File: src/design/mqtt_packet_deframer_unit_assert.svh
// Assertion macros shared by the MQTT deframer RTL.
// No dependencies; included by the modules that carry assertions.
`ifndef MQTT_PACKET_DEFRAMER_UNIT_ASSERT_SVH
`define MQTT_PACKET_DEFRAMER_UNIT_ASSERT_SVH

`ifndef SYNTH
// Clocked check, held off while reset is asserted.
`define MPD_ASSERT(lbl, ck, rn, prop) \
    lbl: assert property (@(posedge ck) disable iff (!rn) (prop)) \
        else $error("mqttpd: assertion failed");
// Clocked check that also holds during reset.
`define MPD_ASSERT_ALWAYS(lbl, ck, prop) \
    lbl: assert property (@(posedge ck) (prop)) \
        else $error("mqttpd: assertion failed");
`else
`define MPD_ASSERT(lbl, ck, rn, prop)
`define MPD_ASSERT_ALWAYS(lbl, ck, prop)
`endif

`endif

File: src/design/mqttpd_pkg.sv
// Types and constants for the MQTT 3.1.1 packet deframer.
// No dependencies; used by mqttpd_result_queue and mqtt_packet_deframer_unit.
package mqttpd_pkg;

    localparam int MAX_LENGTH_BYTES = 4;   // longest remaining-length varint
    localparam int QUEUE_DEPTH      = 4;   // result queue entries, at least 2

    localparam logic [3:0] TYPE_PUBLISH = 4'h3;

    typedef enum logic [3:0] {
        PH_HEADER,
        PH_LENGTH,
        PH_TLEN_HI,
        PH_TLEN_LO,
        PH_TOPIC,
        PH_ID_HI,
        PH_ID_LO,
        PH_PAYLOAD,
        PH_SKIP,
        PH_ERROR
    } phase_t;

    typedef enum logic [1:0] {
        KIND_TOPIC,
        KIND_PAYLOAD,
        KIND_END,
        KIND_ERROR
    } kind_t;

    typedef enum logic [1:0] {
        ERR_NONE,
        ERR_VARINT,
        ERR_TOPIC
    } err_t;

    typedef struct packed {
        kind_t       kind;
        logic [7:0]  data_byte;
        logic [3:0]  packet_type;
        logic [3:0]  header_flags;
        logic [1:0]  qos_level;
        logic [15:0] packet_ident;
        logic        ack_needed;
        logic [15:0] topic_length;
        logic [27:0] payload_length;
        err_t        fault_code;
        logic        last;
    } result_t;

endpackage

File: src/design/mqttpd_result_queue.sv
// Result queue of the MQTT deframer: up to two pushes per cycle, one pop.
// Depends on mqttpd_pkg (result_t) and mqtt_packet_deframer_unit_assert.svh.
`include "mqtt_packet_deframer_unit_assert.svh"

module mqttpd_result_queue #(
    parameter int DEPTH = mqttpd_pkg::QUEUE_DEPTH
) (
    input  logic                clk,
    input  logic                rst_n,
    input  logic [1:0]          push_cnt,
    input  mqttpd_pkg::result_t push_data0,
    input  mqttpd_pkg::result_t push_data1,
    output logic                room,
    output logic                out_valid,
    input  logic                out_ready,
    output mqttpd_pkg::result_t out_data
);

    localparam int PW = (DEPTH > 1) ? $clog2(DEPTH) : 1;
    localparam int CW = $clog2(DEPTH + 1);
    localparam logic [PW-1:0] LAST_IDX = PW'(DEPTH - 1);

    mqttpd_pkg::result_t mem_reg [DEPTH];
    logic [PW-1:0] wr_ptr_reg, wr_ptr_next;
    logic [PW-1:0] rd_ptr_reg, rd_ptr_next;
    logic [CW-1:0] count_reg, count_next;
    logic [PW-1:0] wr_ptr_p1, wr_ptr_p2;
    logic          pop;

    function automatic logic [PW-1:0] wrap_inc(input logic [PW-1:0] p);
        return (p == LAST_IDX) ? '0 : p + 1'b1;
    endfunction

    assign wr_ptr_p1 = wrap_inc(wr_ptr_reg);
    assign wr_ptr_p2 = wrap_inc(wr_ptr_p1);
    assign pop       = out_valid && out_ready;
    assign out_valid = (count_reg != '0);
    assign out_data  = mem_reg[rd_ptr_reg];
    assign room      = (count_reg <= CW'(DEPTH - 2));

    always_comb
    begin
        count_next  = count_reg + CW'(push_cnt) - CW'(pop);
        rd_ptr_next = pop ? wrap_inc(rd_ptr_reg) : rd_ptr_reg;
        case (push_cnt)
            2'd0:    wr_ptr_next = wr_ptr_reg;
            2'd1:    wr_ptr_next = wr_ptr_p1;
            default: wr_ptr_next = wr_ptr_p2;
        endcase
    end

    always_ff @(posedge clk or negedge rst_n)
    begin
        if (!rst_n)
        begin
            wr_ptr_reg <= '0;
            rd_ptr_reg <= '0;
            count_reg  <= '0;
        end
        else
        begin
            wr_ptr_reg <= wr_ptr_next;
            rd_ptr_reg <= rd_ptr_next;
            count_reg  <= count_next;
        end
    end

    // storage carries no reset
    always_ff @(posedge clk)
    begin
        if (push_cnt != 2'd0)
            mem_reg[wr_ptr_reg] <= push_data0;
        if (push_cnt == 2'd2)
            mem_reg[wr_ptr_p1] <= push_data1;
    end

    `MPD_ASSERT(a_queue_no_overflow, clk, rst_n, (push_cnt != 2'd0) |-> (int'(count_reg) + int'(push_cnt) <= DEPTH))
    `MPD_ASSERT(a_queue_pop_advances, clk, rst_n, (out_valid && out_ready && push_cnt == 2'd0) |=> (count_reg == $past(count_reg) - 1'b1))

endmodule

File: src/design/mqtt_packet_deframer_unit.sv
// Top level of the MQTT 3.1.1 packet deframer.
// Depends on mqttpd_pkg, mqttpd_result_queue and mqtt_packet_deframer_unit_assert.svh.
//
//  Channel  Dir  Handshake             Payload
//  -------  ---  --------------------  ----------------------------------------------
//  input    in   in_valid / in_ready   rx_byte, restart
//  result   out  out_valid / out_ready kind, data_byte, packet_type, header_flags,
//                                      qos_level, packet_ident, ack_needed,
//                                      topic_length, payload_length, fault_code, last
//
// One byte per cycle: the parser state is updated in the cycle a byte transfers, and
// its zero, one or two results land in the result queue at the same edge.
// A result reaches the output through the registered result queue, behind any results queued before it.
// in_ready is high while the queue holds QUEUE_DEPTH - 2 results or fewer; with out_ready
// held high a byte transfers every cycle, a stalled output holds the input once it fills.
// Reset (rst_n low, asynchronous) puts the parser at the fixed header and empties the
// queue; a byte transferred with restart high does the same for the parser only.
`include "mqtt_packet_deframer_unit_assert.svh"

module mqtt_packet_deframer_unit #(
    parameter int QUEUE_DEPTH = mqttpd_pkg::QUEUE_DEPTH
) (
    input  logic        clk,
    input  logic        rst_n,
    input  logic        in_valid,
    output logic        in_ready,
    input  logic [7:0]  rx_byte,
    input  logic        restart,
    output logic        out_valid,
    input  logic        out_ready,
    output logic [1:0]  kind,
    output logic [7:0]  data_byte,
    output logic [3:0]  packet_type,
    output logic [3:0]  header_flags,
    output logic [1:0]  qos_level,
    output logic [15:0] packet_ident,
    output logic        ack_needed,
    output logic [15:0] topic_length,
    output logic [27:0] payload_length,
    output logic [1:0]  fault_code,
    output logic        last
);

    localparam logic [2:0] MAX_LEN_BYTES = 3'(mqttpd_pkg::MAX_LENGTH_BYTES);

    // parser state
    mqttpd_pkg::phase_t phase_reg, phase_next;
    logic [7:0]  header_reg, header_next;
    logic [27:0] remaining_reg, remaining_next;
    logic [1:0]  varint_idx_reg, varint_idx_next;
    logic [15:0] topic_len_reg, topic_len_next;
    logic [15:0] topic_left_reg, topic_left_next;
    logic [15:0] ident_reg, ident_next;
    logic [27:0] body_left_reg, body_left_next;

    logic        accept;
    logic        is_pub;
    logic [1:0]  qos;
    logic        qos_pos;
    logic [27:0] body_dec;
    logic [15:0] topic_dec;
    logic [27:0] len_addend;
    logic [27:0] len_sum;
    logic [15:0] tlen_lo;
    logic [16:0] topic_need;

    // what this byte produces
    logic              emit_data;
    mqttpd_pkg::kind_t data_kind;
    logic              emit_end;
    logic              emit_err;
    mqttpd_pkg::err_t  err_code;

    mqttpd_pkg::result_t res_data, res_end, res_err;
    mqttpd_pkg::result_t res0, res1;
    logic [1:0]          push_cnt;
    logic                room;
    mqttpd_pkg::result_t out_data;

    assign accept   = in_valid && in_ready;
    assign in_ready = room;

    assign is_pub  = (header_reg[7:4] == mqttpd_pkg::TYPE_PUBLISH);
    assign qos     = is_pub ? header_reg[2:1] : 2'd0;
    assign qos_pos = (qos != 2'd0);

    assign body_dec   = body_left_reg - 28'd1;
    assign topic_dec  = topic_left_reg - 16'd1;
    assign tlen_lo    = {topic_len_reg[15:8], rx_byte};
    assign topic_need = {1'b0, tlen_lo} + (qos_pos ? 17'd2 : 17'd0);
    assign len_sum    = remaining_reg + len_addend;

    // 7 bits per varint byte, least significant group first
    always_comb
    begin
        case (varint_idx_reg)
            2'd0:    len_addend = {21'd0, rx_byte[6:0]};
            2'd1:    len_addend = {14'd0, rx_byte[6:0], 7'd0};
            2'd2:    len_addend = {7'd0, rx_byte[6:0], 14'd0};
            default: len_addend = {rx_byte[6:0], 21'd0};
        endcase
    end

    // next state and the results of the current byte
    always_comb
    begin
        phase_next      = phase_reg;
        header_next     = header_reg;
        remaining_next  = remaining_reg;
        varint_idx_next = varint_idx_reg;
        topic_len_next  = topic_len_reg;
        topic_left_next = topic_left_reg;
        ident_next      = ident_reg;
        body_left_next  = body_left_reg;
        emit_data       = 1'b0;
        data_kind       = mqttpd_pkg::KIND_TOPIC;
        emit_end        = 1'b0;
        emit_err        = 1'b0;
        err_code        = mqttpd_pkg::ERR_NONE;

        if (restart)
        begin
            phase_next      = mqttpd_pkg::PH_HEADER;
            header_next     = '0;
            remaining_next  = '0;
            varint_idx_next = '0;
            topic_len_next  = '0;
            topic_left_next = '0;
            ident_next      = '0;
            body_left_next  = '0;
        end
        else
        begin
            case (phase_reg)
                mqttpd_pkg::PH_HEADER:
                begin
                    header_next     = rx_byte;
                    remaining_next  = '0;
                    varint_idx_next = '0;
                    topic_len_next  = '0;
                    topic_left_next = '0;
                    ident_next      = '0;
                    body_left_next  = '0;
                    phase_next      = mqttpd_pkg::PH_LENGTH;
                end
                mqttpd_pkg::PH_LENGTH:
                begin
                    remaining_next = len_sum;
                    if (rx_byte[7])
                    begin
                        if ({1'b0, varint_idx_reg} + 3'd1 >= MAX_LEN_BYTES)
                        begin
                            emit_err   = 1'b1;
                            err_code   = mqttpd_pkg::ERR_VARINT;
                            phase_next = mqttpd_pkg::PH_ERROR;
                        end
                        else
                            varint_idx_next = varint_idx_reg + 2'd1;
                    end
                    else
                    begin
                        body_left_next = len_sum;
                        if (is_pub)
                        begin
                            if (len_sum < 28'd2)
                            begin
                                // no room for the topic length field
                                emit_err   = 1'b1;
                                err_code   = mqttpd_pkg::ERR_TOPIC;
                                phase_next = mqttpd_pkg::PH_ERROR;
                            end
                            else
                                phase_next = mqttpd_pkg::PH_TLEN_HI;
                        end
                        else if (len_sum == 28'd0)
                            phase_next = mqttpd_pkg::PH_HEADER;
                        else
                            phase_next = mqttpd_pkg::PH_SKIP;
                    end
                end
                mqttpd_pkg::PH_TLEN_HI:
                begin
                    topic_len_next = {rx_byte, 8'd0};
                    body_left_next = body_dec;
                    phase_next     = mqttpd_pkg::PH_TLEN_LO;
                end
                mqttpd_pkg::PH_TLEN_LO:
                begin
                    topic_len_next = tlen_lo;
                    body_left_next = body_dec;
                    if ({11'd0, topic_need} > body_dec)
                    begin
                        emit_err   = 1'b1;
                        err_code   = mqttpd_pkg::ERR_TOPIC;
                        phase_next = mqttpd_pkg::PH_ERROR;
                    end
                    else
                    begin
                        topic_left_next = tlen_lo;
                        if (tlen_lo != 16'd0)
                            phase_next = mqttpd_pkg::PH_TOPIC;
                        else if (qos_pos)
                            phase_next = mqttpd_pkg::PH_ID_HI;
                        else if (body_dec == 28'd0)
                        begin
                            emit_end   = 1'b1;
                            phase_next = mqttpd_pkg::PH_HEADER;
                        end
                        else
                            phase_next = mqttpd_pkg::PH_PAYLOAD;
                    end
                end
                mqttpd_pkg::PH_TOPIC:
                begin
                    emit_data       = 1'b1;
                    data_kind       = mqttpd_pkg::KIND_TOPIC;
                    body_left_next  = body_dec;
                    topic_left_next = topic_dec;
                    if (topic_dec == 16'd0)
                    begin
                        if (qos_pos)
                            phase_next = mqttpd_pkg::PH_ID_HI;
                        else if (body_dec == 28'd0)
                        begin
                            emit_end   = 1'b1;
                            phase_next = mqttpd_pkg::PH_HEADER;
                        end
                        else
                            phase_next = mqttpd_pkg::PH_PAYLOAD;
                    end
                end
                mqttpd_pkg::PH_ID_HI:
                begin
                    ident_next     = {rx_byte, 8'd0};
                    body_left_next = body_dec;
                    phase_next     = mqttpd_pkg::PH_ID_LO;
                end
                mqttpd_pkg::PH_ID_LO:
                begin
                    ident_next     = {ident_reg[15:8], rx_byte};
                    body_left_next = body_dec;
                    if (body_dec == 28'd0)
                    begin
                        emit_end   = 1'b1;
                        phase_next = mqttpd_pkg::PH_HEADER;
                    end
                    else
                        phase_next = mqttpd_pkg::PH_PAYLOAD;
                end
                mqttpd_pkg::PH_PAYLOAD:
                begin
                    emit_data      = 1'b1;
                    data_kind      = mqttpd_pkg::KIND_PAYLOAD;
                    body_left_next = body_dec;
                    if (body_dec == 28'd0)
                    begin
                        emit_end   = 1'b1;
                        phase_next = mqttpd_pkg::PH_HEADER;
                    end
                end
                mqttpd_pkg::PH_SKIP:
                begin
                    // body of a packet we do not decode
                    if (body_left_reg != 28'd0)
                        body_left_next = body_dec;
                    if (body_left_reg <= 28'd1)
                        phase_next = mqttpd_pkg::PH_HEADER;
                end
                default:
                    phase_next = mqttpd_pkg::PH_ERROR;
            endcase
        end
    end

    // result items; header fields come from the current header byte, which
    // never changes on a byte that produces a result
    always_comb
    begin
        res_data                = '0;
        res_data.kind           = data_kind;
        res_data.data_byte      = rx_byte;
        res_data.packet_type    = header_reg[7:4];
        res_data.header_flags   = header_reg[3:0];
        res_data.qos_level      = qos;

        res_end                 = '0;
        res_end.kind            = mqttpd_pkg::KIND_END;
        res_end.packet_type     = header_reg[7:4];
        res_end.header_flags    = header_reg[3:0];
        res_end.qos_level       = qos;
        res_end.packet_ident    = qos_pos ? ident_next : 16'd0;
        res_end.ack_needed      = (qos == 2'd1);
        res_end.topic_length    = topic_len_next;
        res_end.payload_length  = remaining_reg - 28'd2 - {12'd0, topic_len_next}
                                  - (qos_pos ? 28'd2 : 28'd0);

        res_err                 = '0;
        res_err.kind            = mqttpd_pkg::KIND_ERROR;
        res_err.packet_type     = header_reg[7:4];
        res_err.header_flags    = header_reg[3:0];
        res_err.qos_level       = qos;
        res_err.fault_code      = err_code;

        res0     = res_data;
        res1     = res_end;
        push_cnt = 2'd0;
        if (accept)
        begin
            if (emit_data && emit_end)
            begin
                push_cnt = 2'd2;
                res1.last = 1'b1;
            end
            else if (emit_data)
            begin
                push_cnt = 2'd1;
                res0.last = 1'b1;
            end
            else if (emit_end)
            begin
                push_cnt  = 2'd1;
                res0      = res_end;
                res0.last = 1'b1;
            end
            else if (emit_err)
            begin
                push_cnt  = 2'd1;
                res0      = res_err;
                res0.last = 1'b1;
            end
        end
    end

    always_ff @(posedge clk or negedge rst_n)
    begin
        if (!rst_n)
        begin
            phase_reg      <= mqttpd_pkg::PH_HEADER;
            header_reg     <= '0;
            remaining_reg  <= '0;
            varint_idx_reg <= '0;
            topic_len_reg  <= '0;
            topic_left_reg <= '0;
            ident_reg      <= '0;
            body_left_reg  <= '0;
        end
        else if (accept)
        begin
            phase_reg      <= phase_next;
            header_reg     <= header_next;
            remaining_reg  <= remaining_next;
            varint_idx_reg <= varint_idx_next;
            topic_len_reg  <= topic_len_next;
            topic_left_reg <= topic_left_next;
            ident_reg      <= ident_next;
            body_left_reg  <= body_left_next;
        end
    end

    mqttpd_result_queue #(
        .DEPTH      (QUEUE_DEPTH)
    ) u_result_queue (
        .clk        (clk),
        .rst_n      (rst_n),
        .push_cnt   (push_cnt),
        .push_data0 (res0),
        .push_data1 (res1),
        .room       (room),
        .out_valid  (out_valid),
        .out_ready  (out_ready),
        .out_data   (out_data)
    );

    assign kind           = out_data.kind;
    assign data_byte      = out_data.data_byte;
    assign packet_type    = out_data.packet_type;
    assign header_flags   = out_data.header_flags;
    assign qos_level      = out_data.qos_level;
    assign packet_ident   = out_data.packet_ident;
    assign ack_needed     = out_data.ack_needed;
    assign topic_length   = out_data.topic_length;
    assign payload_length = out_data.payload_length;
    assign fault_code     = out_data.fault_code;
    assign last           = out_data.last;

    `MPD_ASSERT(a_restart_to_header, clk, rst_n, (accept && restart) |=> (phase_reg == mqttpd_pkg::PH_HEADER))
    `MPD_ASSERT(a_error_is_silent, clk, rst_n, (phase_reg == mqttpd_pkg::PH_ERROR) |-> (push_cnt == 2'd0))
    `MPD_ASSERT(a_pair_ends_packet, clk, rst_n, (push_cnt == 2'd2) |-> (res1.kind == mqttpd_pkg::KIND_END && phase_next == mqttpd_pkg::PH_HEADER))
    `MPD_ASSERT_ALWAYS(a_no_push_without_room, clk, (push_cnt != 2'd0) |-> room)

endmodule

File: config.mk
export PLATFORM = sky130hd
export DESIGN_NAME = mqtt_packet_deframer_unit
export DESIGN_NICKNAME = d
export VERILOG_FILES = /design/src/design/mqttpd_pkg.sv /design/src/design/mqttpd_result_queue.sv /design/src/design/mqtt_packet_deframer_unit.sv
export VERILOG_INCLUDE_DIRS = /design/src /design/src/design
export SDC_FILE = /design/constraint.sdc
export NUM_CORES = 1
export LEC_CHECK = 0
export BUFFER_PORTS_ARGS = -buffer_cell sky130_fd_sc_hd__buf_2
export CAP_MARGIN = 20
export CORE_MARGIN = 2
export CORE_UTILIZATION = 60
export DETAILED_ROUTE_END_ITERATION = 7
export HOLD_SLACK_MARGIN = 0.08
export PLACE_DENSITY = 0.83
export SYNTH_ARGS = -nofsm -noshare
export SYNTH_HDL_FRONTEND = slang
export SYNTH_SLANG_ARGS = --single-unit
File: constraint.sdc
create_clock -name clk -period 9.25 [get_ports clk]
set_input_delay 2.775 -clock clk [delete_from_list [all_inputs] [get_ports clk]]
set_output_delay 2.775 -clock clk [all_outputs]
set_load 0.01 [all_outputs]
* Word-level counts from Yosys, hierarchy flattened
Memories as Yosys holds them, arrays and structs flattened.
Cells that the tools add are included.
** Word-level totals
- Register bits after elaboration :: 125
- RAM bits :: 336
- Output and inout port bits :: 86
- Memories :: 1
** Memories
- u_result_queue.mem_reg :: words 4, width 84, read ports 1, clocked after memory_dff 0, wr ports 2, line mqttpd_result_queue.sv:23 : mqttpd_pkg::result_t mem_reg [DEPTH];
** Cells by class
- $add $sub $neg :: 14
- Order comparisons :: 5
- Eq/ne operators :: 26
- Multiplexer cells :: 84
- Reduce and logical (&&, ||, !) cells :: 27
** Operators by type and width (number)
- 2-to-1 mux 84 bit :: 4
- one-hot mux 16 bit (3 select lines) :: 3
- 2-to-1 mux 28 bit :: 4
- one-hot mux 28 bit (4 select lines) :: 1
- one-hot mux 28 bit (3 select lines) :: 1
- 2-to-1 mux 83 bit :: 1
- 2-to-1 mux 16 bit :: 5
- logical NOT 28 bit :: 2
- one-hot mux 28 bit (2 select lines) :: 1
- 2-to-1 mux 4 bit :: 10
- 2-to-1 mux 2 bit :: 18
- one-hot mux 4 bit (9 select lines) :: 1
- adder 28 bit :: 1
- greater-than comparator 17 x 28 -> 1 bit :: 1
- <= comparator 28 x 1 -> 1 bit, second input constant :: 1
- less-than comparator 28 x 2 -> 1 bit, second input constant :: 1
- nonzero test 28 bit :: 1
- subtractor 28 x 1 -> 28 bit, second input constant :: 1
- subtractor 28 x 16 -> 28 bit :: 1
- subtractor 28 x 2 -> 28 bit :: 1
- subtractor 28 x 2 -> 28 bit, second input constant :: 1
- 2-to-1 mux 1 bit :: 25
- inequality test 3 bit, second input constant :: 8
- adder 16 x 2 -> 17 bit :: 1
- 34 further kinds :: 62

* Longest topological paths before layout
Gate-level depths: netlist of run 1.
- Depth after elaboration :: 17
- Mapped depth :: 27
- Gate-level depth less buffers :: 24

* Cells and area by module
Synthesis of run 1 repeated with hierarchy kept, for this count alone.
** Second synthesis, totals
- Cells, all modules :: 2394
- Area total of the unflattened synthesis :: 28925.2 sq um
** By module, submodules not included
- mqttpd_result_queue :: times used 1, cells each 874, area each 17332.9 sq um, seq. area each 10264.8 sq um
- mqtt_packet_deframer_unit :: times used 1, cells each 1520, area each 11592.4 sq um, seq. area each 2952.8 sq um

* Worst setup path before layout of run 1
Ideal clock, no wire load.
- Path type :: input to register
- Start point :: in rx_byte[0]
- End point :: mem u_result_queue.mem_reg[1][0] (netlist bit) (enable)
- Arrival :: 8.326 ns
- Required time :: 8.789 ns
- Slack :: 0.463 ns
- Stages :: 15
- Cell sequence :: clkbuf_1 and2_1 ha_1 fa_1 a21o_1 a221o_1 nand2b_4 a41oi_2 mux2i_1 a2111o_1 or4_1 nor4_4 o21ai_1 a21oi_1 clkbuf_1
** RTL lines
- start, declared :: line mqtt_packet_deframer_unit.sv:27 : input logic [7:0] rx_byte,
- end, declared :: line mqttpd_result_queue.sv:23

* Worst setup path in the final report of run 1
- Start point :: in rx_byte[2]
- End point :: reg u_result_queue.count_reg[2]
** Between the ends
- Longest elaborated chain between the ends :: 15
- Elaborated cells on any way between the ends :: 24
** RTL lines
- one-hot mux 28 bit (3 select lines) :: line mqtt_packet_deframer_unit.sv:96 : case (varint_idx_reg)
- adder 28 bit :: line mqtt_packet_deframer_unit.sv:91 : assign len_sum = remaining_reg + len_addend;
- less-than comparator 28 x 2 -> 1 bit :: line mqtt_packet_deframer_unit.sv:165 : if (len_sum < 28'd2)
- 2-to-1 mux 1 bit :: line mqtt_packet_deframer_unit.sv:165
- 2-to-1 mux 1 bit :: line mqtt_packet_deframer_unit.sv:163 : if (is_pub)
- 2-to-1 mux 1 bit :: line mqtt_packet_deframer_unit.sv:149 : if (rx_byte[7])
- one-hot mux 1 bit (2 select lines) :: line mqtt_packet_deframer_unit.sv:134 : case (phase_reg)
- 2-to-1 mux 1 bit :: line mqtt_packet_deframer_unit.sv:121 : if (restart)
- 2-to-1 mux 1 bit :: line mqtt_packet_deframer_unit.sv:325 : else if (emit_err)
- 2-to-1 mux 2 bit :: line mqtt_packet_deframer_unit.sv:319 : else if (emit_end)
- 2-to-1 mux 2 bit :: line mqtt_packet_deframer_unit.sv:314 : else if (emit_data)
- 2-to-1 mux 2 bit * :: line mqtt_packet_deframer_unit.sv:309 : if (emit_data && emit_end)
- 2-to-1 mux 2 bit * :: line mqtt_packet_deframer_unit.sv:307 : if (accept)
- adder 3 x 2 -> 3 bit * :: line mqttpd_result_queue.sv:43 : count_next = count_reg + CW'(push_cnt) - CW'(pop);
- subtractor 3 x 1 -> 3 bit * :: line mqttpd_result_queue.sv:43
- named net u_result_queue.count_next[2] :: line mqttpd_result_queue.sv:26 : logic [CW-1:0] count_reg, count_next;
- end signal, assigned :: line mqttpd_result_queue.sv:64 : count_reg <= count_next;
- end, declared :: line mqttpd_result_queue.sv:26
The timed path passes the listed nets; every way through them passes the cells marked *.
A chain may end at the register's enable or synchronous reset.

==> results of run 1 <==
-- worst register-to-register path: stages, from the launching register on --
cell	delay, ps
dfrtp_1	440
nor3_1	220
buf_4	210
o21ai_0	160
inv_1	810
ha_1	350
ha_1	240
and3_1	200
nand3_1	100
xnor2_1	170
ha_1	350
a21oi_1	150
o21ai_0	130
a2111oi_0	400
a211o_1	190
a21o_1	160
o21ai_0	190
a2111oi_4	550
buf_4	240
or3_1	180
nor2_1	220
or3_1	480
or2_1	240
fa_1	380
xor2_1	160
xnor2_1	120
-- metrics by stage --
| stage | area (µm²) | power (W) |
|---|---|---|
| final | 27700 | 0.009122 |
| after CTS | 27700 | 0.009054 |
| after global placement | 26180 | 0.007045 |
| after global routing | 27700 | 0.009581 |
| after detailed placement | 26180 | 0.007144 |
| after floorplan | 25040 | 0.005714 |
-- logic make-up after synthesis --
logic type / Yosys count / share of synthesized area [%]
AND/OR/NAND/NOR: 885 / 16.53
AO/OA/AOI/OAI: 486 / 12.55
flip-flops: 461 / 50.87
buffers and inverters: 251 / 3.892
adder cells (fa/ha/maj): 100 / 5.117
multiplexers: 98 / 8.145
XOR/XNOR: 83 / 2.903
-- cell type report --
type	count	area share [%]
Antenna cell	1	0.009034
Clock buffer	75	5.032
Clock inverter	15	0.4472
Inverter	107	1.450
Multi-Input combinational cell	1652	41.10
Sequential cell	461	46.01
Tap cell	532	2.403
Timing Repair Buffer	150	3.550
-- worst min path at each step --
stage,startpoint,endpoint,depth (start not counted)
global placement,u_result_queue.mem_reg[2][79],u_result_queue.mem_reg[2][79],2
detailed placement,u_result_queue.mem_reg[2][74],u_result_queue.mem_reg[2][74],2
global route,u_result_queue.mem_reg[2][75],u_result_queue.mem_reg[2][75],2
finish,u_result_queue.mem_reg[2][75],u_result_queue.mem_reg[2][75],2
floorplan,u_result_queue.mem_reg[3][82],u_result_queue.mem_reg[3][82],1
CTS,u_result_queue.mem_reg[2][80],u_result_queue.mem_reg[2][80],2
-- cells in the final DEF, fill, tap and decap left out, drive strengths merged, types with 6 or more instances in the layout --
cell    netlist  layout
nor2        351     351
nand4        21      21
or2          10      10
o21a         12      12
clkinv        0      12
mux4         84      84
a21oi        89      89
a31oi         8       8
o31ai        32      32
xor2         36      36
o22ai        10      10
edfxtp      288     288
dfxtp        48      48
nor2b        32      32
clkbuf      118      75
a211oi        9       9
a22o         41      41
nand2b       14      14
xnor2        47      47
buf          26     150
o21ai       183     183
and2         53      53
or4          10      10
or3          20      20
mux2i         8       8
and3         16      16
nor4         26      26
ha           96      96
a21o         18      18
nand3        49      49
nand2       217     217
nor3         45      45
dfrtp       125     125
mux2          6       6
a32o         10      10
inv         107     110
o211ai        9       9
-- routing by layer --
layer  vias up  share of wire, %  global-route usage (%)
met1      9642                39                   45.98
met2      1220                47                   53.25
li1       8687                 -                       -
met5         -                 0                       0
met4         0               3.6                   12.65
met3       194               9.9                   6.113
-- power by group through the flow --
stage	Clock [W]	Sequential (W)	Combinational [W]
detailed placement	0	0.00268	0.00446
global route	0.00198	0.00269	0.00492
finish	0.00188	0.00266	0.00458
floorplan	0	0.00246	0.00325
global placement	0	0.00267	0.00438
CTS	0.00189	0.00264	0.00452
==> out/qor.txt, run 1 <==
Status -> complete, no violations
Final min period -> 7822 ps
Multi-input logic area -> 0.01138 mm²
Max Cap Viol -> 0
Layout Nets -> 2533
Worst-Margin Slew -> 1158 ps
Gpl congestion -> 0.9670
Crit path launch -> rx_byte[2]
Inst Count DP -> 2902
Filler cell count -> 2970
Post-route ant nets -> 0
Final setup TNS -> 0 ps
CP endpoint kind -> register
Top cells by count, synth -> 351 x nor2_1, 288 x edfxtp_1, 217 x nand2_1
Routed WL per cell -> 24.18 µm
Fin cells -> 2993
Critical Path RT -> 9730 ps
Vias post-DR -> 19743
DP HPWL -> 48930 µm
Deepest clock path buffer count -> 3
Number of flops mapped to enable cells by yosys -> 288
VDD IR-drop max -> 0.2570 mV
CP max-delay cell -> or4_1
Sequential-to-total area share from yosys stat -> 50.87%
Post-cts sizing count -> 0
IO Pins -> 99
Htree depth -> 2
FF-to-FF setup slack -> 2060 ps
Synth unique cells -> 91
Post-Place Setup Slack -> 945.9 ps
Sw Share -> 43.85%
Fin crit share -> 84.56%
GRT Total Usage -> 33.38%
Pwr per Cell Area -> 329.3 mW/mm²
Number of vias per cell -> 6.596
CTS root buffer -> clkbuf_16
DRC -> 0
Clk Latency, worst-skew pair -> 610 ps
Setup CP Type -> input pin to register
Proportion of layout cells with a drive suffix above 1 -> 14.11%
Core Util, Final -> 67.53%
Final hold vios -> 0
Ys async rst share -> 27.11%
Seq pwr share -> 29.1%
Starting DRT DRC Count -> 2240
Cells after Synth -> 2364
CP endpoint -> u_result_queue.count_reg[2]
Cts bufs inserted -> 48
Max reg flops -> 336
Die Height -> 208.3 µm
P_int -> 0.005122 W
Die Wd -> 208.3 µm
CP Max Fanout -> 15
Post-Syn Area -> 0.02504 mm²
Core area -> 0.04102 mm²
Cts hold-fix bufs -> 0
Total die area -> 0.04338 mm²
Largest area contributor in the netlist -> edfxtp_1
CTS clk-pin slew, worst paths -> 60 ps
PnR worst setup slack -> 1428 ps
Leakage -> 10.72 nW
CP peak stage delay -> 650 ps
Main synth FF type -> edfxtp_1
RSZ-0062 raised after global routing -> no
Worst-path cell chain -> buf_2 > and2_1 > ha_1 > a2111oi_0 > o21ai_1 > nand2_1 > a41oi_2 > mux2i_1 > a2111o_1 > or4_1 > nor4_4 > nor2_1 > or3_1 > or2_1 > fa_1 > xor2_1 > xnor2_1
I/O Buffers -> 98
Synthesized flop and latch total -> 461
P&R area growth vs syn -> 10.62%
Clock sinks -> 461
Cell depth of the worst setup path -> 17
Largest net degree at the start of global routing -> 77
Initial antenna violation count -> 1
Global-route wire length before repair -> 111800 µm
Area share of the largest cell type after synthesis -> 34.54%
RR Endpoint -> u_result_queue.count_reg[2]
Clk pwr share -> 20.6%
Synth warn -> 0
Data arrival, critical path -> 8300 ps
Synth area leaders -> edfxtp_1 35%, dfrtp_1 12%, mux4_2 7.6%
TritonCTS clock tree -> built
Slew Limit Fails -> 0
Worst r2r src -> header_reg[6]
Sequential cell area -> 0.01274 mm²
Buffers & Inverters on Critical Path -> 1
# rows -> 74
Postcts setup bufs -> 0
Startpoint types -> input pin
Max transition margin -> 22.71%
Max Freq -> 127.8 MHz
Fin Hold WS -> 455.8 ps
Combinational power share -> 50.2%
Overflow after GRT -> 0
# setup viols final -> 0
Fin Clk Skew -> 25.19 ps
Most common cell in the synthesized netlist -> nor2_1
First-pass iteration count of the detailed router -> 6
CP top delay family -> simple AND/OR/NAND/NOR gates
Synthesized area per cell -> 10.59 µm²
Initial Util -> 61.05%
Vias in the first global route -> 19478
Min-Delay Path Class -> register to register
R2r worst-path depth -> 25
Net Count, Synth -> 2477
WL final -> 72360 µm
Psw -> 0.004000 W
Power figures use the tool's default switching activity.
==> run 2: changes to the inputs <==
--- a/config.mk
+++ b/config.mk
@@ -6,13 +6,14 @@
 export SDC_FILE = /design/constraint.sdc
 export NUM_CORES = 1
 export LEC_CHECK = 0
+export ABC_AREA = 1
 export BUFFER_PORTS_ARGS = -buffer_cell sky130_fd_sc_hd__buf_2
 export CAP_MARGIN = 20
 export CORE_MARGIN = 2
-export CORE_UTILIZATION = 60
+export CORE_UTILIZATION = 57
 export DETAILED_ROUTE_END_ITERATION = 7
 export HOLD_SLACK_MARGIN = 0.08
-export PLACE_DENSITY = 0.83
+export PLACE_DENSITY = 0.82
 export SYNTH_ARGS = -nofsm -noshare
 export SYNTH_HDL_FRONTEND = slang
 export SYNTH_SLANG_ARGS = --single-unit
==> constraint.sdc (replaced) <==
create_clock -name clk -period 6.5 [get_ports clk]
set_input_delay 1.95 -clock clk [delete_from_list [all_inputs] [get_ports clk]]
set_output_delay 1.95 -clock clk [all_outputs]
set_load 0.01 [all_outputs]
==> out/qor.txt, run 2 <==
Status -> complete, no violations
Global-route wire length before repair -> 123500 µm (+10%)
Leakage -> 14.49 nW (+35%)
VDD IR-drop max -> 0.5422 mV (+110%)
Initial antenna violation count -> 0 (-1)
Critical Path RT -> 6840 ps (-2890 ps)
Die Height -> 222.3 µm (+6.7%)
Worst-Margin Slew -> 1048 ps (-110.2 ps)
Max Freq -> 164.9 MHz
P&R area growth vs syn -> 10.96%
CP endpoint kind -> register
Placed instance area -> 0.02853 mm² (+9.0%)
Overflow after GRT -> 0 (unchanged)
Most common cell in the synthesized netlist -> nor2_1
First-pass iteration count of the detailed router -> 8 (+2)
Fin crit share -> 93.30%
Fin Hold WS -> 462.6 ps (+6.773 ps)
Fin cells -> 4212 (+41%)
Starting DRT DRC Count -> 3030 (+35%)
Cts bufs inserted -> 48 (unchanged)
Area share of the largest cell type after synthesis -> 31.83% (-2.7 points)
CTS clk-pin slew, worst paths -> 60 ps (about the same)
Max Cap Viol -> 0 (unchanged)
I/O Buffers -> 98 (unchanged)
Top cells by count, synth -> 717 x nor2_1, 690 x nand2_1, 450 x inv_1
Die Wd -> 222.3 µm (+6.7%)
CP top delay family -> simple AND/OR/NAND/NOR gates
Synthesized flop and latch total -> 461 (unchanged)
Data arrival, critical path -> 6400 ps (-1900 ps)
Fin Clk Skew -> 22.24 ps (-2.950 ps)
TritonCTS clock tree -> built
Number of vias per cell -> 5.752 (-13%)
DP HPWL -> 54560 µm (+12%)
Proportion of layout cells with a drive suffix above 1 -> 9.063% (-5.0 points)
Deepest clock path buffer count -> 3 (unchanged)
Min-Delay Path Class -> register to register
Most common cell after layout, fill and taps aside -> nor2_1
Routed WL per cell -> 18.66 µm (-23%)
Core area -> 0.04735 mm² (+15%)
CP Max Fanout -> 38 (+23)
Buffers & Inverters on Critical Path -> 3 (+2)
Design area -> 0.03015 mm² (+8.8%)
Vias in the first global route -> 22406 (+15%)
Net Count, Synth -> 3582 (+45%)
Clk Latency, worst-skew pair -> 610 ps (about the same)
# rows -> 80 (+8.1%)
Clock sinks -> 461 (unchanged)
Inst Count DP -> 4126 (+42%)
Number of flops mapped to enable cells by yosys -> 288 (unchanged)
Startpoint types -> input pin
Total die area -> 0.04943 mm² (+14%)
CTS root buffer -> clkbuf_16
WL final -> 78610 µm (+8.6%)
Final hold vios -> 0 (unchanged)
PnR worst setup slack -> 435.6 ps (-992.2 ps)
Post-route ant nets -> 0 (unchanged)
Commonest non-fill, non-tap cells in the layout -> 717 x nor2_1, 690 x nand2_1, 449 x inv_1
Cts hold-fix bufs -> 0 (unchanged)
Vias post-DR -> 24228 (+23%)
Largest net degree at the start of global routing -> 121 (+57%)
Total power -> 0.01477 W (+62%)
Gpl congestion -> 1.028 (+6.3%)
# setup viols final -> 0 (unchanged)
Ys async rst share -> 27.11% (unchanged)
Post-Place Setup Slack -> -174.6 ps (-1121 ps)
CP most frequent cell -> nand2_1
Sequential-to-total area share from yosys stat -> 46.88% (-4.0 points)
Post-cts sizing count -> 0 (unchanged)
CP peak stage delay -> 340 ps (-310 ps)
Htree depth -> 2 (unchanged)
Synth area leaders -> edfxtp_1 32%, dfrtp_1 12%, nor2_1 9.9%
Cells after Synth -> 3469 (+47%)
Post-Syn Area -> 0.02717 mm² (+8.5%)
Max transition margin -> 29.60% (+6.9 points)
Antenna diodes -> 0 (-1)
GRT Total Usage -> 31.41% (-2.0 points)
Max reg flops -> 336 (unchanged)
CP max-delay cell -> ha_1
Pwr per Cell Area -> 489.9 mW/mm² (+49%)
Synthesized area per cell -> 7.833 µm² (-26%)
Largest area contributor in the netlist -> edfxtp_1
Slew Limit Fails -> 0 (unchanged)
RSZ-0062 raised after global routing -> no
Layout Nets -> 3675 (+45%)
Postcts setup bufs -> 0 (unchanged)
DRC -> 0 (unchanged)
Initial Util -> 57.39% (-3.7 points)
Synth unique cells -> 52 (-43%)
Final min period -> 6064 ps
Setup CP Type -> input pin to register
IO Pins -> 99 (unchanged)
Synth warn -> 0 (unchanged)
Main synth FF type -> edfxtp_1
==> run 2: cell types whose count changed in the layout (fill, tap and decap cells not counted), moves of 41 or more <==
cell and delta:
o22ai_1 +93, inv_1 +344, nand3_1 +94, nor2_1 +367, mux4_2 -84, nand2_1 +473
and2_1 -47, o21ai_0 +120, a22o_1 -41
==> run 2: cells by family after synthesis <==
family / Yosys count / synth area share [%]
xor gates and xnor gates: 82 / 2.754
buffers and inverters: 593 / 8.887
adders and majority gates: 100 / 4.715
and+or+nand+nor: 1692 / 25.74
DFF: 461 / 46.88
AOI/OAI and AO/OA: 541 / 11.03
==> run 2: stage by stage <==
step / util, % / setup TNS, ps
2_1_floorplan: - / 0
3_3_place_gp: 60.26 / -22.77
3_5_place_dp: 60.26 / -6942
4_1_cts: 63.62 / 0
5_1_grt: 63.68 / 0
6_report: 63.68 / 0
==> run 2: per-layer routing <==
layer	track usage (%)	vias to the layer above	part of all wire [%]
li1	-	11452	-
met1	43.79	11326	41
met2	49.88	1268	46
met3	4.615	182	9.5
met4	12.08	0	3.8
met5	0	-	0
==> run 2: layout make-up <==
class	instances	area, µm²
Clock inverter	20	210.2
Clock buffer	65	1379
Inverter	458	1727
Sequential cell	461	12740
Fill cell	3888	17200
Timing Repair Buffer	178	1292
Tap cell	615	769.5
Multi-Input combinational cell	2415	12030
==> run 2: worst register-to-register path, delay by kind of cell (launching register included) <==
kind | cells | cell delay, ps
AOI/OAI and AO/OA | 2 | 600
xor gates and xnor gates | 1 | 170
adders and majority gates | 3 | 690
buffers and inverters | 4 | 840
DFF | 1 | 340
and+or+nand+nor | 23 | 3040
==> run 2: path summary, 6_finish.rpt <==
kind                                          startpoint                            end  slack [ps]  cells after the start
min in group asynchronous                          rst_n                   ident_reg[2]        1440                      1
max in group asynchronous                          rst_n              remaining_reg[26]        4160                      2
max                                           rx_byte[1]  u_result_queue.mem_reg[1][29]         440                     30
min reg2reg                u_result_queue.mem_reg[2][83]  u_result_queue.mem_reg[2][83]         460                      2
min                        u_result_queue.mem_reg[2][83]  u_result_queue.mem_reg[2][83]         460                      2
max reg2reg                                header_reg[4]  u_result_queue.mem_reg[1][29]         610                     33
==> run 2: report_power, final <==
| group | switching (W) | internal [W] | leakage [nW] |
|---|---|---|---|
| registers | 0.000293 | 0.00335 | 5.18 |
| logic | 0.00580 | 0.00252 | 8.53 |
| clock network | 0.00120 | 0.00161 | 0.785 |
| total | 0.00729 | 0.00748 | 14.5 |
